$ cat config.mk
export PLATFORM = sky130hd
export DESIGN_NAME = ter_front
export DESIGN_NICKNAME = d
export VERILOG_FILES = /design/src/design/triangle_edge_rasterizer_defines.svh /design/src/design/ter_pkg.sv /design/src/design/ter_front.sv
export SDC_FILE = /design/constraint.sdc
export NUM_CORES = 1
export LEC_CHECK = 0
export ABC_AREA = 1
export ABC_CLOCK_PERIOD_IN_PS = 9300
export BUFFER_PORTS_ARGS = -buffer_cell sky130_fd_sc_hd__buf_2
export CORE_MARGIN = 2
export CORE_UTILIZATION = 60
export CTS_CLUSTER_DIAMETER = 30
export DETAILED_ROUTE_END_ITERATION = 10
export PLACE_DENSITY_LB_ADDON = 0.3
export REMOVE_ABC_BUFFERS = 1
export SETUP_SLACK_MARGIN = 0.05
export SLEW_MARGIN = 15
export SYNTH_ARGS = -nofsm -noshare
export SYNTH_HDL_FRONTEND = slang
export SYNTH_SLANG_ARGS = --single-unit
$ cat constraint.sdc
create_clock -name clk -period 9.3 [get_ports clk]
set_clock_uncertainty 0.15 [all_clocks]
set_input_delay 1.395 -clock clk [delete_from_list [all_inputs] [get_ports clk]]
set_output_delay 1.395 -clock clk [all_outputs]
set_load 0.03 [all_outputs]
$ cat src/design/triangle_edge_rasterizer_defines.svh
// Assertion macros used by the rasterizer back end
`ifndef TRIANGLE_EDGE_RASTERIZER_DEFINES_SVH
`define TRIANGLE_EDGE_RASTERIZER_DEFINES_SVH

// Check that a condition implies a consequence in the same cycle
`define TER_ASSERT_IMP(label, clk, rst, a, c, msg) \
  label: assert property (@(posedge clk) disable iff (rst) (a) |-> (c)) else $error(msg);

// Check that a condition implies a consequence in the next cycle
`define TER_ASSERT_NEXT(label, clk, rst, a, c, msg) \
  label: assert property (@(posedge clk) disable iff (rst) (a) |=> (c)) else $error(msg);

`endif

$ cat src/design/ter_pkg.sv
package ter_pkg;

  localparam int CoordW = 12;
  localparam int ColorW = 32;
  localparam int CountW = 13;
  localparam int EdgeW  = 27;

  localparam logic [1:0] OP_CLEAR = 2'd0;
  localparam logic [1:0] OP_DRAW  = 2'd1;
  localparam logic [1:0] OP_READ  = 2'd2;
  localparam logic [1:0] OP_NONE  = 2'd3;

  localparam logic CFG_BG_COLOR   = 1'b0;
  localparam logic CFG_DRAW_COLOR = 1'b1;

  // Classified command passed from the front end to the back end
  typedef struct packed {
    logic [1:0]               op;
    logic signed [CoordW-1:0] ax;
    logic signed [CoordW-1:0] ay;
    logic signed [CoordW-1:0] bx;
    logic signed [CoordW-1:0] by;
    logic signed [CoordW-1:0] cx;
    logic signed [CoordW-1:0] cy;
    logic signed [CoordW-1:0] minx;
    logic signed [CoordW-1:0] maxx;
    logic signed [CoordW-1:0] miny;
    logic signed [CoordW-1:0] maxy;
    logic [5:0]               col;
    logic [5:0]               row;
  } ter_cmd_t;

  function automatic logic signed [CoordW-1:0] min3(
      input logic signed [CoordW-1:0] a, input logic signed [CoordW-1:0] b,
      input logic signed [CoordW-1:0] c);
    logic signed [CoordW-1:0] m;
    m = (a < b) ? a : b;
    return (m < c) ? m : c;
  endfunction

  function automatic logic signed [CoordW-1:0] max3(
      input logic signed [CoordW-1:0] a, input logic signed [CoordW-1:0] b,
      input logic signed [CoordW-1:0] c);
    logic signed [CoordW-1:0] m;
    m = (a > b) ? a : b;
    return (m > c) ? m : c;
  endfunction

  // Edge function (b-a) x (c-a)
  function automatic logic signed [EdgeW-1:0] edge_fn(
      input logic signed [CoordW-1:0] ax, input logic signed [CoordW-1:0] ay,
      input logic signed [CoordW-1:0] bx, input logic signed [CoordW-1:0] by,
      input logic signed [CoordW-1:0] cx, input logic signed [CoordW-1:0] cy);
    logic signed [CoordW:0] dx1;
    logic signed [CoordW:0] dy1;
    logic signed [CoordW:0] dx2;
    logic signed [CoordW:0] dy2;
    logic signed [EdgeW-2:0] p1;
    logic signed [EdgeW-2:0] p2;
    dx1 = {bx[CoordW-1], bx} - {ax[CoordW-1], ax};
    dy1 = {by[CoordW-1], by} - {ay[CoordW-1], ay};
    dx2 = {cx[CoordW-1], cx} - {ax[CoordW-1], ax};
    dy2 = {cy[CoordW-1], cy} - {ay[CoordW-1], ay};
    p1 = dx1 * dy2;
    p2 = dy1 * dx2;
    return EdgeW'(p1) - EdgeW'(p2);
  endfunction

endpackage

$ cat src/design/ter_front.sv
// Front end: classify command, compute clamped box and vertex order
module ter_front import ter_pkg::*; #(
  parameter int WIDTH  = 64,
  parameter int HEIGHT = 64
) (
  input  logic                     clk,
  input  logic                     rst,
  input  logic                     in_valid,
  output logic                     in_ready,
  input  logic [1:0]               op,
  input  logic signed [CoordW-1:0] x0,
  input  logic signed [CoordW-1:0] y0,
  input  logic signed [CoordW-1:0] x1,
  input  logic signed [CoordW-1:0] y1,
  input  logic signed [CoordW-1:0] x2,
  input  logic signed [CoordW-1:0] y2,
  input  logic [5:0]               pixel_col,
  input  logic [5:0]               pixel_row,
  output logic                     cmd_valid,
  input  logic                     cmd_ready,
  output ter_cmd_t                 cmd
);

  localparam logic signed [CoordW-1:0] XMax = CoordW'(WIDTH - 1);
  localparam logic signed [CoordW-1:0] YMax = CoordW'(HEIGHT - 1);

  logic                     stage_valid;
  logic [1:0]               s_op;
  logic signed [CoordW-1:0] s_x0, s_y0, s_x1, s_y1, s_x2, s_y2;
  logic [5:0]               s_col, s_row;
  logic signed [EdgeW-1:0]  orient;
  logic signed [CoordW-1:0] lo_x, hi_x, lo_y, hi_y;
  logic                     swap;
  ter_cmd_t                 cmd_next;
  logic                     stage_ready;

  // Two-entry queue between front and back
  ter_cmd_t q_mem [2];
  logic     q_wr, q_rd;
  logic [1:0] q_cnt;

  assign stage_ready = !stage_valid || (q_cnt != 2'd2);
  assign in_ready    = stage_ready;

  // Capture the incoming beat
  always_ff @(posedge clk) begin
    if (rst) begin
      stage_valid <= 1'b0;
    end else if (stage_ready) begin
      stage_valid <= in_valid;
    end
  end

  always_ff @(posedge clk) begin
    if (in_valid && in_ready) begin
      s_op <= op; s_x0 <= x0; s_y0 <= y0; s_x1 <= x1; s_y1 <= y1;
      s_x2 <= x2; s_y2 <= y2; s_col <= pixel_col; s_row <= pixel_row;
    end
  end

  // Classify: clamp box and order vertices counter-clockwise
  always_comb begin
    orient = edge_fn(s_x0, s_y0, s_x1, s_y1, s_x2, s_y2);
    swap   = orient < 0;
    lo_x   = min3(s_x0, s_x1, s_x2);
    hi_x   = max3(s_x0, s_x1, s_x2);
    lo_y   = min3(s_y0, s_y1, s_y2);
    hi_y   = max3(s_y0, s_y1, s_y2);
    cmd_next.op   = s_op;
    cmd_next.ax   = s_x0;
    cmd_next.ay   = s_y0;
    cmd_next.bx   = swap ? s_x2 : s_x1;
    cmd_next.by   = swap ? s_y2 : s_y1;
    cmd_next.cx   = swap ? s_x1 : s_x2;
    cmd_next.cy   = swap ? s_y1 : s_y2;
    cmd_next.minx = (lo_x < 0) ? '0 : lo_x;
    cmd_next.miny = (lo_y < 0) ? '0 : lo_y;
    cmd_next.maxx = (hi_x > XMax) ? XMax : hi_x;
    cmd_next.maxy = (hi_y > YMax) ? YMax : hi_y;
    cmd_next.col  = s_col;
    cmd_next.row  = s_row;
  end

  assign q_wr = stage_valid && (q_cnt != 2'd2);
  assign q_rd = cmd_valid && cmd_ready;

  logic q_wp, q_rp;

  // Advance queue pointers
  always_ff @(posedge clk) begin
    if (rst) begin
      q_cnt <= '0; q_wp <= 1'b0; q_rp <= 1'b0;
    end else begin
      if (q_wr) q_wp <= ~q_wp;
      if (q_rd) q_rp <= ~q_rp;
      q_cnt <= q_cnt + {1'b0, q_wr} - {1'b0, q_rd};
    end
  end

  always_ff @(posedge clk) begin
    if (q_wr) q_mem[q_wp] <= cmd_next;
  end

  assign cmd_valid = q_cnt != 2'd0;
  assign cmd       = q_mem[q_rp];

endmodule

==> flow_summary.toml <==
[synthesis]
synthTopCellsByArea = "edfxtp_1 (34%), fa_1 (26%), ha_1 (8.6%)"
synth_compound_area_share_pct = 4.19
ys_types = 47
synth_xor_area_share_pct = 1.14
avgSynthCellArea_sq_um = 10.3
yosys_most_used_dff = "edfxtp_1"
ys_seq_area_share_pct = 34.7
synthAdderAreaFrac_pct = 34.2
synth_top_family_by_area = "adder cells"
synth_edf_count = 350
synth-async-reset-ratio_pct = 0
yosysWarnings = 0
synthSimpleGateAreaFrac_pct = 12.0
synth_area_sq_mm = 0.0306
synth_most_common_cell = "inv_1"
synth.top_cell.area_share_pct = 34.3
postSynthCellCount = 2962
synth_seq_cells = 356
synth_common_cells = "inv_1 (625), nand2_1 (493), fa_1 (391)"
synthMuxAreaShare_pct = 4.85
yosysTopAreaCell = "edfxtp_1"

[hold_path]
worstHoldStart = "s_col[3]"
worstHoldPathType = "flip-flop to flip-flop"

[grt]
grt_usage_pct = 30.2
antenna_found_initial = 1
overflow = 0
grt_max_degree = 79
grt_pass1_wl_mm = 124
first_global_vias = 23100

[route]
wl_per_cell_um = 19.7
drc = 0
drt_first_iter_violations = 1670
ant_nets = 0
wirelength_mm = 77.6
via_per_inst = 5.51
vias = 21600
dr.pass1.iters = 5

[timing]
setup_viol = 0
maxSlewHeadroom_pct = 25.9
slew_viol_final = 0
worst_slew_pin_slew_ns = 1.11
fmax_ghz = 0.112
period_share_pct = 95.9
hold_viol = 0
min_period_ns = 8.92
rsz0062_at_grt = "false"

[cts]
clk_pin_slew_ns = 0.06
clock_sinks = 356
insertion_delay_ns = 0.55
cts-buffers-inserted = 47
hold_buffers = 0
cts_buffer_depth = 3
cts_htree_levels = 2
tritoncts = "yes"
root_buffer = "clkbuf_16"

[critical_path]
path_max_fanout = 47
crit_path_start = "s_x0[4]"
crit_path_frequent_cell = "inv_1"
slowest_delay_ns = 0.53
critPathKind = "flip-flop to flip-flop"
cp-end-kind = "flip-flop"
critPathLaunchType = "flip-flop"
worst-endpoint-arrival_ns = 9.05
crit_required_ns = 9.43
worstReg2RegStart = "s_x0[4]"
worst_path_max_delay_cell = "fa_1"

[finish]
final_nets = 3908
drive_gt1_share_pct = 18.0
syn_to_final_growth_pct = 12.6
finalNonFillerCells = 3928

[die]
initial_core_util_pct = 60.9
ios = 226
die-area_sq_mm = 0.0529
core_area_sq_mm = 0.0503
die_x_um = 230
num_rows = 82
die-height_um = 230

[flow_run]
cap_violations = 0

[placement]
dp_hpwl_mm = 61.7
gp_congestion = 0.955
dp.cells = 3827
port_buffers = 223

[status]
status = "finished, final reports clean"
==> registers in the layout, summed over array words and instances, names as in the netlist, named ones only <==
| signal | cells |
|---|---|
| q_wp | 1 |
| s_col | 6 |
| q_rp | 1 |
| q_mem | 264 |
| s_x0 | 12 |
| stage_valid | 1 |
| q_cnt | 2 |
| s_x1 | 12 |
| s_y0 | 12 |
| s_row | 6 |
| s_y1 | 12 |
| s_op | 2 |
| s_x2 | 12 |
| s_y2 | 12 |
==> cell families (layout without fill, tap and decap cells) <==
kind of cell	after synthesis	after routing
and+or+nand+nor	882	882
AOI/OAI and AO/OA	235	235
adders and majority gates	602	602
muxes	132	132
DFF	356	356
other	1	3
xor gates and xnor gates	39	39
buffers and inverters	715	1007
==> metal layers <==
layer	track usage, %	share of wire [%]	up-vias	routed length, um
met5	0	0.015	-	12
met4	9.80	3.0	2	2350
met3	2.96	6.9	159	5310
met2	51.6	50	877	38600
met1	40.8	40	10800	31300
li1	-	-	9832	-
==> stage by stage <==
step	setup TNS, ns	setup slack (ns)	area [sq um]	util (%)	hold slack (ns)
final	0	0.379	34500	68.6	0.297
after detailed placement	0	0.197	32600	64.9	0.281
after floorplan	-17.28	-0.189	30300	-	0.271
after global placement	0	0.361	32600	64.9	0.274
after global routing	0	0.0194	34500	68.6	0.306
after CTS	0	0.144	34300	68.2	0.295
==> layout by cell type, fill, tap and decap left out, drive strengths merged, types with 6 or more instances in the layout <==
cell,netlist,layout
mux2,132,132
clkinvlp,0,13
clkinv,11,24
o21bai,9,9
nand3b,23,23
nor2,253,253
nand4,12,12
nand2,499,499
xnor2,13,13
ha,211,211
xor2,26,26
fa,391,391
inv,633,642
edfxtp,350,350
o21ai,134,134
clkbuf,48,49
dfxtp,6,6
buf,23,274
a21oi,68,68
nand3,62,62
or2,25,25
==> timing repair <==
item,in CTS,in global routing
endpoints found under the hold margin,0,0
endpoints found under the setup margin,0,96
gates resized for setup,0,26
buffers inserted,0,11
==> path summary, 6_finish.rpt <==
kind,end,slack [ns],cells after the start
worst max-delay path,q_mem[1][73],0.38,37
worst min-delay path,q_mem[0][9],0.30,0
worst max register to register,q_mem[1][73],0.38,37
worst min register to register,q_mem[0][9],0.30,0
==> critical path, delay by kind of cell (launching register included) <==
kind            cells  cell delay [ns]
compound gates      4             0.87
fa+ha+maj           9             3.88
buf+inv            11             1.29
flops               1             0.45
simple gates       13             1.90
==> layout make-up <==
class	count	area (sq um)
tap	672	841
inverter	644	2450
fill	3713	15800
timing repair buffer	274	1520
sequential	356	10600
multi-input combinational	1892	17400
clock inverter	39	457
antenna	1	2.50
clock buffer	49	1230
timing repair inverter	1	5.00
Power is not shown: default switching activity piles up to over one toggle a cycle in this logic, so the estimate is an artifact.
