<file path="src/design/triangle_edge_rasterizer_defines.svh">
// Assertion macros used by the rasterizer back end
`ifndef TRIANGLE_EDGE_RASTERIZER_DEFINES_SVH
`define TRIANGLE_EDGE_RASTERIZER_DEFINES_SVH

// Check that a condition implies a consequence in the same cycle
`define TER_ASSERT_IMP(label, clk, rst, a, c, msg) \
  label: assert property (@(posedge clk) disable iff (rst) (a) |-> (c)) else $error(msg);

// Check that a condition implies a consequence in the next cycle
`define TER_ASSERT_NEXT(label, clk, rst, a, c, msg) \
  label: assert property (@(posedge clk) disable iff (rst) (a) |=> (c)) else $error(msg);

`endif

</file>
<file path="src/design/ter_pkg.sv">
package ter_pkg;

  localparam int CoordW = 12;
  localparam int ColorW = 32;
  localparam int CountW = 13;
  localparam int EdgeW  = 27;

  localparam logic [1:0] OP_CLEAR = 2'd0;
  localparam logic [1:0] OP_DRAW  = 2'd1;
  localparam logic [1:0] OP_READ  = 2'd2;
  localparam logic [1:0] OP_NONE  = 2'd3;

  localparam logic CFG_BG_COLOR   = 1'b0;
  localparam logic CFG_DRAW_COLOR = 1'b1;

  // Classified command passed from the front end to the back end
  typedef struct packed {
    logic [1:0]               op;
    logic signed [CoordW-1:0] ax;
    logic signed [CoordW-1:0] ay;
    logic signed [CoordW-1:0] bx;
    logic signed [CoordW-1:0] by;
    logic signed [CoordW-1:0] cx;
    logic signed [CoordW-1:0] cy;
    logic signed [CoordW-1:0] minx;
    logic signed [CoordW-1:0] maxx;
    logic signed [CoordW-1:0] miny;
    logic signed [CoordW-1:0] maxy;
    logic [5:0]               col;
    logic [5:0]               row;
  } ter_cmd_t;

  function automatic logic signed [CoordW-1:0] min3(
      input logic signed [CoordW-1:0] a, input logic signed [CoordW-1:0] b,
      input logic signed [CoordW-1:0] c);
    logic signed [CoordW-1:0] m;
    m = (a < b) ? a : b;
    return (m < c) ? m : c;
  endfunction

  function automatic logic signed [CoordW-1:0] max3(
      input logic signed [CoordW-1:0] a, input logic signed [CoordW-1:0] b,
      input logic signed [CoordW-1:0] c);
    logic signed [CoordW-1:0] m;
    m = (a > b) ? a : b;
    return (m > c) ? m : c;
  endfunction

  // Edge function (b-a) x (c-a)
  function automatic logic signed [EdgeW-1:0] edge_fn(
      input logic signed [CoordW-1:0] ax, input logic signed [CoordW-1:0] ay,
      input logic signed [CoordW-1:0] bx, input logic signed [CoordW-1:0] by,
      input logic signed [CoordW-1:0] cx, input logic signed [CoordW-1:0] cy);
    logic signed [CoordW:0] dx1;
    logic signed [CoordW:0] dy1;
    logic signed [CoordW:0] dx2;
    logic signed [CoordW:0] dy2;
    logic signed [EdgeW-2:0] p1;
    logic signed [EdgeW-2:0] p2;
    dx1 = {bx[CoordW-1], bx} - {ax[CoordW-1], ax};
    dy1 = {by[CoordW-1], by} - {ay[CoordW-1], ay};
    dx2 = {cx[CoordW-1], cx} - {ax[CoordW-1], ax};
    dy2 = {cy[CoordW-1], cy} - {ay[CoordW-1], ay};
    p1 = dx1 * dy2;
    p2 = dy1 * dx2;
    return EdgeW'(p1) - EdgeW'(p2);
  endfunction

endpackage

</file>
<file path="src/design/ter_cfg.sv">
// Configuration registers
module ter_cfg import ter_pkg::*; (
  input  logic              clk,
  input  logic              rst,
  input  logic              cfg_valid,
  output logic              cfg_ready,
  input  logic [0:0]        cfg_index,
  input  logic [ColorW-1:0] cfg_data,
  output logic [ColorW-1:0] bg_color,
  output logic [ColorW-1:0] draw_color
);
  assign cfg_ready = 1'b1;

  // Hold register values, update on a write beat
  always_ff @(posedge clk) begin
    if (rst) begin
      bg_color   <= '0;
      draw_color <= '1;
    end else if (cfg_valid) begin
      unique case (cfg_index)
        CFG_BG_COLOR:   bg_color   <= cfg_data;
        CFG_DRAW_COLOR: draw_color <= cfg_data;
        default: ;
      endcase
    end
  end
endmodule

</file>
<file path="config.mk">
export PLATFORM = sky130hd
export DESIGN_NAME = ter_cfg
export DESIGN_NICKNAME = d
export VERILOG_FILES = /design/src/design/triangle_edge_rasterizer_defines.svh /design/src/design/ter_pkg.sv /design/src/design/ter_cfg.sv
export SDC_FILE = /design/constraint.sdc
export NUM_CORES = 1
export LEC_CHECK = 0
export BUFFER_PORTS_ARGS = -buffer_cell sky130_fd_sc_hd__buf_2
export CAP_MARGIN = 20
export CORE_MARGIN = 4
export CORE_UTILIZATION = 50
export DETAILED_ROUTE_END_ITERATION = 10
export PLACE_DENSITY = 0.77
export SLEW_MARGIN = 30
export SYNTH_ARGS = -nofsm -noshare
export SYNTH_HDL_FRONTEND = slang
export SYNTH_SLANG_ARGS = --single-unit
</file>
<file path="constraint.sdc">
create_clock -name clk -period 2.57 [get_ports clk]
set_input_delay 0.3855 -clock clk [delete_from_list [all_inputs] [get_ports clk]]
set_output_delay 0.3855 -clock clk [all_outputs]
set_load 0.02 [all_outputs]
</file>
==> results of run 1 <==
==> synth_stat cells <==
cell type,count,area (µm²)
and3_1,32,200.2
o21ai_1,32,160.2
buf_2,15,75.07
conb_1,1,3.750
and2b_1,1,7.510
nand2_2,1,6.260
dfxtp_1,64,1281
clkbuf_1,7,26.28
buf_6,8,90.09
buf_4,1,7.510
nand4bb_1,32,360.4
nand2b_1,32,200.2
a211o_1,32,280.3
==> cells by family after synthesis <==
group / share of synthesized area [%]
buffers and inverters: 7.372
AND/OR/NAND/NOR: 28.70
flip-flops: 47.47
other: 0.1389
AO/OA/AOI/OAI: 16.32
==> how the worst max path moves through the flow <==
stage | depth (start not counted) | start | to
final | 3 | cfg_valid | draw_color[26]$_SDFFE_PP1P_
after CTS | 3 | cfg_valid | draw_color[26]$_SDFFE_PP1P_
after detailed placement | 3 | cfg_valid | draw_color[26]$_SDFFE_PP1P_
after global routing | 3 | cfg_valid | draw_color[10]$_SDFFE_PP1P_
after global placement | 3 | cfg_valid | draw_color[8]$_SDFFE_PP1P_
after floorplan | 4 | cfg_valid | draw_color[10]$_SDFFE_PP1P_
==> per-layer routing <==
metal	wire (µm)	vias to the layer above	GRT usage, %	part of all wire [%]
met4	51	0	6.588	0.80
li1	-	1105	-	-
met3	412	4	5.482	6.4
met2	3053	66	30.86	48
met1	2898	1048	25.90	45
met5	0	-	0	0
==> flip-flops by register name, indices dropped and copies added (netlist names) <==
name and cells:
bg_color 32, draw_color 32
==> report_power, final <==
group	switching (W)	total (W)	leakage, nW	internal [W]
clock	0.000339	0.000705	0.0794	0.000366
sequential	0.0000302	0.00108	0.527	0.00105
combinational	0.000192	0.000326	0.883	0.000134
==> layout make-up <==
class                   count  area, µm²  area share (%)
well taps                  70      87.58           2.661
flip-flops and latches     64       1281           38.92
repair buffers            103      550.5           16.72
multi-input cells         163       1219           37.02
clock buffers              13      148.9           4.523
clock inverters             1      5.005          0.1520
==> metrics by stage <==
step | worst slack [ps] | std cells
5_1_grt | 827.8 | 414
4_1_cts | 942.5 | 414
6_report | 938.5 | 414
3_3_place_gp | 680.3 | 400
2_1_floorplan | 1413 | 258
3_5_place_dp | 627.6 | 400
==> metrics.log, run 1 <==
INFO  metric ctsHtreeMaxLevel = 3
INFO  metric number_of_buffers_on_the_longest_clock_path = 2
INFO  metric drt_drc_violations_left = 0
INFO  metric drt_pre_antenna_iters = 4
INFO  metric finalInstanceArea = ~3300 µm²
INFO  metric grt_antenna_before_repair = 0
INFO  metric worst-r2r-cell-count = 1
INFO  metric hold_path.startpoint = cfg_data[12]
INFO  metric ys_seq_elements = 64
INFO  metric outcome = finished clean
INFO  metric whs_path_depth = 3
INFO  metric crit_family = simple AND/OR/NAND/NOR gates
INFO  metric timing.critical_path.slowest_cell_delay = between 500 and 600 ps
INFO  metric rrSetupSlack = between 1500 and 2000 ps
INFO  metric floorplan.io_pins = 101
INFO  metric num_rows = 26
INFO  metric cellLeakagePower = about 1.5 nW
INFO  metric io_buffer_count = 99
INFO  metric worst-setup-path-type = primary input to flip-flop
INFO  metric worst_skew_pair_later_pin_latency = between 300 and 400 ps
INFO  metric worst_pin_slew = ~670 ps
INFO  metric cts_buffers = 9
INFO  metric crit-reg2reg-launch = draw_color[7]$_SDFFE_PP1P_
INFO  metric final_common_cell = buf_2
INFO  metric wire_length_after_detailed_routing = 6414 µm
INFO  metric timing.slew.headroom = approximately 55%
INFO  metric most_frequent_cells_in_the_layout = buf_2 (99), dfxtp_1 (64)
INFO  metric grt_resource_usage_total = between 10% and 20%
INFO  metric worstPathCellList = buf_2 -> nand2_2 -> a211o_1
INFO  metric syn_inst = 258
INFO  metric antenna_left = 0
INFO  metric placeableCoreArea = ~5200 µm²
INFO  metric post_drt_via_cell_ratio = roughly 5.4
INFO  metric synth.cell_area = 2699 µm²
INFO  metric max-cap-violations = 0
INFO  metric fin_worst_skew = 0 ps
INFO  metric final.period_utilization = between 60% and 70%
INFO  metric placedInstanceArea = around 3100 µm²
INFO  metric rr_endpoint = draw_color[7]$_SDFFE_PP1P_
INFO  metric final_nets = between 300 and 400
INFO  metric flow.area_growth_from_synthesis = 21.98%
INFO  metric maximum_vdd_ir_drop = 0.2952 mV
INFO  metric layout_min_cycle_time = approximately 1600 ps
INFO  metric cts_tree = yes
INFO  metric finalHoldViolCount = 0
INFO  metric synth_fp_nets = 294
INFO  metric crit_path_end_kind = flip-flop
INFO  metric hp-class = primary input to flip-flop
INFO  metric number_of_global_route_vias_before_repair = around 2,100
INFO  metric worst_path_buffer_plus_inverter_count = 1
INFO  metric timing.hold.ws = about 350 ps
INFO  metric critPathLaunchType = primary input
INFO  metric start_util = a little over half
INFO  metric cts_setup_buffers = 0
INFO  metric cts_resized = 0
INFO  metric synth_seq_area_share = 47.47%
INFO  metric global_route_wire_length_before_repair = between 10,000 and 15,000 µm
INFO  metric fin_tns_setup = 0 ps
INFO  metric area_of_the_die = approximately 6600 µm²
INFO  metric cts_hold_repair.buffers = 0
INFO  metric syn-mean-instance-area = 10.46 µm²
INFO  metric globalRoute.totalOverflow = 0
INFO  metric timing.critical_path.arrival = 1830 ps
INFO  metric sinks_on_the_clock_net = 64
INFO  metric fillers = roughly 440
INFO  metric setup_viol_count_final = 0
INFO  metric clkTransAtPathRegs = 70 ps
INFO  metric place.gp.congestion = a little over 0.7
INFO  metric grt_setup_unrepaired = false
INFO  metric vias = 2,223
INFO  metric crit_path_max_fanout = 36
INFO  metric overall_die_height = roughly 80 µm
INFO  metric post-dp-hpwl = 4205 µm
INFO  metric fmax = 612.9 MHz
INFO  metric finalCoreUtilization = a little under two thirds
INFO  metric hold_path_end = bg_color[12]$_SDFFE_PP0P_
INFO  metric synth.distinct_cells = 13
INFO  metric total_power = approximately 0.0021 W
INFO  metric timing.critical_path.required = about 2800 ps
INFO  metric ys.warnings.count = 0
INFO  metric number_of_antenna_cells_inserted = 0
INFO  metric wl_per_cell = about 15 µm
INFO  metric final_layout_size_suffix_gt1_share = 33.43%
INFO  metric crit_slowest_cell = nand2_2
INFO  metric grt_start_max_net_pins = 55
INFO  metric pwr_density_cell = 641.5 nW/µm²
INFO  metric die_x = 81.47 µm
INFO  metric cts-root-buf = clkbuf_8
INFO  metric drt_initial_violations = 105
INFO  metric finalMaxSlewViolations = 0
Power figures use the tool's default switching activity.
==> inputs of run 2 (changes only) <==
Settings changed: ABC_AREA from default to 1, CORE_UTILIZATION 50 to 43, PLACE_DENSITY 0.77 to 0.71.
Clock period 2.57 ns to 1.4 ns, I/O delays scaled along.
==> run 2 against run 1 <==
Sequential cell count did not move. Non-clock buffer count up 2. Routed wire length rose by 0.67%. Critical endpoint is now bg_color[23].
==> metrics.log, run 2 <==
INFO  metric outcome = finished clean
INFO  metric final_nets = approximately 480
INFO  metric synth.distinct_cells = 13
INFO  metric die_x = approximately 84 µm
INFO  metric yosys.cell_count.top_type = nand2_1
INFO  metric worst_skew_pair_later_pin_latency = approximately 330 ps
INFO  metric drt_drc_violations_left = 0
INFO  metric number_of_antenna_cells_inserted = 0
INFO  metric post-dp-hpwl = 4322 µm
INFO  metric sinks_on_the_clock_net = 64
INFO  metric multiInputGateArea = between 900 and 1000 µm²
INFO  metric cts_tree = yes
INFO  metric synth_seq_area_share = 51.51%
INFO  metric worst_path_buffer_plus_inverter_count = 1
INFO  metric syn_inst = 350
INFO  metric synth_top_area_share = around half
INFO  metric cts_resized = 0
INFO  metric timing.hold.ws = 82.88 ps
INFO  metric grt_resource_usage_total = a little under a fifth
INFO  metric timing.critical_path.required = about 1200 ps
INFO  metric post_drt_via_cell_ratio = about 4.7
INFO  metric fmax = between 900 and 1000 MHz
INFO  metric timing.critical_path.slowest_cell_delay = 370 ps
INFO  metric layout_min_cycle_time = around 1100 ps
INFO  metric grt_start_max_net_pins = 65
INFO  metric finalMaxSlewViolations = 0
INFO  metric most_frequent_cells_in_the_layout = buf_2 (99), nand2_1 (96), nor2_1 (64), nand3_1 (64), dfxtp_1 (64)
INFO  metric fin_tns_setup = 0 ps
INFO  metric synth.cell_area = approximately 2500 µm²
INFO  metric ys.warnings.count = 0
INFO  metric placedInstanceArea = ~3000 µm²
INFO  metric io_buffer_count = 99
INFO  metric globalRoute.totalOverflow = 0
INFO  metric global_route_wire_length_before_repair = 10,800 µm
INFO  metric wl_per_cell = 12.42 µm
INFO  metric grt_setup_unrepaired = false
INFO  metric placeableCoreArea = roughly 5600 µm²
INFO  metric cellLeakagePower = ~1.7 nW
INFO  metric hp-class = primary input to flip-flop
INFO  metric yosys-top-cells-area = dfxtp_1 (52%), nand2_1 (14%), nand3_1 (13%)
INFO  metric antenna_left = 0
INFO  metric syn-mean-instance-area = ~7.1 µm²
INFO  metric fin_worst_skew = 0 ps
INFO  metric grt_antenna_before_repair = 1
INFO  metric cts_setup_buffers = 0
INFO  metric flow.area_growth_from_synthesis = 28.07%
INFO  metric largest_registers = bg_color x32, draw_color x32
INFO  metric wire_length_after_detailed_routing = 6457 µm
INFO  metric dp_cells = 504
INFO  metric timing.critical_path.arrival = between 800 and 900 ps
INFO  metric cts_buffers = 9
INFO  metric timing.slew.headroom = about half
INFO  metric crit_path_max_fanout = 2
INFO  metric pwr_density_cell = ~1300 nW/µm²
INFO  metric finalInstanceArea = about 3200 µm²
INFO  metric layout.area.seq = 1281 µm²
INFO  metric place.gp.congestion = 0.7744
INFO  metric clkTransAtPathRegs = ~70 ps
INFO  metric floorplan.io_pins = 101
INFO  metric overall_die_height = 84.06 µm
INFO  metric crit_family = flip-flops
INFO  metric cts-root-buf = clkbuf_8
INFO  metric number_of_buffers_on_the_longest_clock_path = 2
INFO  metric drt_initial_violations = around 120
INFO  metric final.period_utilization = between 70% and 80%
INFO  metric area_of_the_die = just over 7000 µm²
INFO  metric worst_pin_slew = 736.8 ps
INFO  metric final_layout_size_suffix_gt1_share = between 20% and 30%
INFO  metric worst-setup-path-type = flip-flop to primary output
INFO  metric finalHoldViolCount = 0
INFO  metric synth_fp_nets = between 300 and 400
INFO  metric post-synth-top-area-cell = dfxtp_1
INFO  metric start_util = 44.62%
INFO  metric number_of_global_route_vias_before_repair = 2,235
INFO  metric crit_path_end_kind = primary output
INFO  metric max-cap-violations = 0
INFO  metric num_rows = 27
INFO  metric maximum_vdd_ir_drop = 0.7853 mV
INFO  metric asyncSetResetFlopFracSynth = 0%
INFO  metric synth_common_cells = nand2_1 (96), dfxtp_1 (64), nand3_1 (64), nor2_1 (64), inv_1 (32)
INFO  metric critPathLaunchType = flip-flop
INFO  metric total_power = 0.004136 W
INFO  metric drt_pre_antenna_iters = 5
INFO  metric ys_seq_elements = 64
INFO  metric synth_edf_count = 0
INFO  metric yosys_most_used_dff = dfxtp_1
INFO  metric setup_viol_count_final = 0
INFO  metric ctsHtreeMaxLevel = 3
INFO  metric finish.cell_count_without_fillers = between 500 and 600
INFO  metric cts_hold_repair.buffers = 0
INFO  metric final_common_cell = buf_2
INFO  metric worstPathCellList = buf_2
INFO  metric vias = 2,429
INFO  metric fillers = ~570
INFO  metric crit_slowest_cell = dfxtp_1
[run 2: cells by family (layout without fill, tap and decap cells)]
group                  after synthesis  after routing  synth area share, %
other                                1              1               0.1508
and+or+nand+nor                    226            226                37.73
buffers and inverters               59            157                10.61
DFF                                 64             64                51.51
[run 2: per-stage QoR]
stage / setup slack (ps) / utilization (%)
3_5_place_dp: 114.9 / 53.85
3_3_place_gp: 159.7 / 53.85
6_report: 300.5 / 57.15
4_1_cts: 296.8 / 57.15
2_1_floorplan: 518.7 / -
5_1_grt: 274.9 / 57.15
[run 2: final timing paths]
| kind | startpoint | slack [ps] | depth (start not counted) | endpoint |
|---|---|---|---|---|
| worst max register to register | bg_color[23]$_SDFFE_PP0P_ | 800 | 2 | bg_color[23]$_SDFFE_PP0P_ |
| worst max-delay path | bg_color[23]$_SDFFE_PP0P_ | 300 | 1 | bg_color[23] |
| worst min-delay path | cfg_data[3] | 80 | 3 | draw_color[3]$_SDFFE_PP1P_ |
| worst min register to register | draw_color[7]$_SDFFE_PP1P_ | 470 | 2 | draw_color[7]$_SDFFE_PP1P_ |
[run 2: power breakdown]
part / internal [W] / leakage [nW] / switching (W)
Combinational: 0.000235 / 1.12 / 0.000439
Sequential: 0.00194 / 0.529 / 0.0000625
Clock: 0.000779 / 0.0992 / 0.000675
[run 2: metal layers]
layer | GRT usage, % | wire length [µm] | share of wire [%] | vias up
met5 | 0 | 13 | 0.20 | -
met4 | 8.333 | 113 | 1.8 | 2
met3 | 6.614 | 504 | 7.8 | 16
met2 | 27.91 | 2934 | 45 | 81
met1 | 24.79 | 2891 | 45 | 1079
li1 | - | - | - | 1251
[run 2: final cells by class]
cell class / count / share of cell area [%]
Clock buffer: 13 / 5.302
Clock inverter: 3 / 0.4713
Inverter: 36 / 4.242
Multi-Input combinational cell: 227 / 29.58
Sequential cell: 64 / 40.22
Tap cell: 72 / 2.828
Timing Repair Buffer: 105 / 17.36
[run 2: worst reg2reg max path: cells and delay by family, from the launching register on]
family	cells	cell delay, ps
DFF	1	370
and+or+nand+nor	2	170
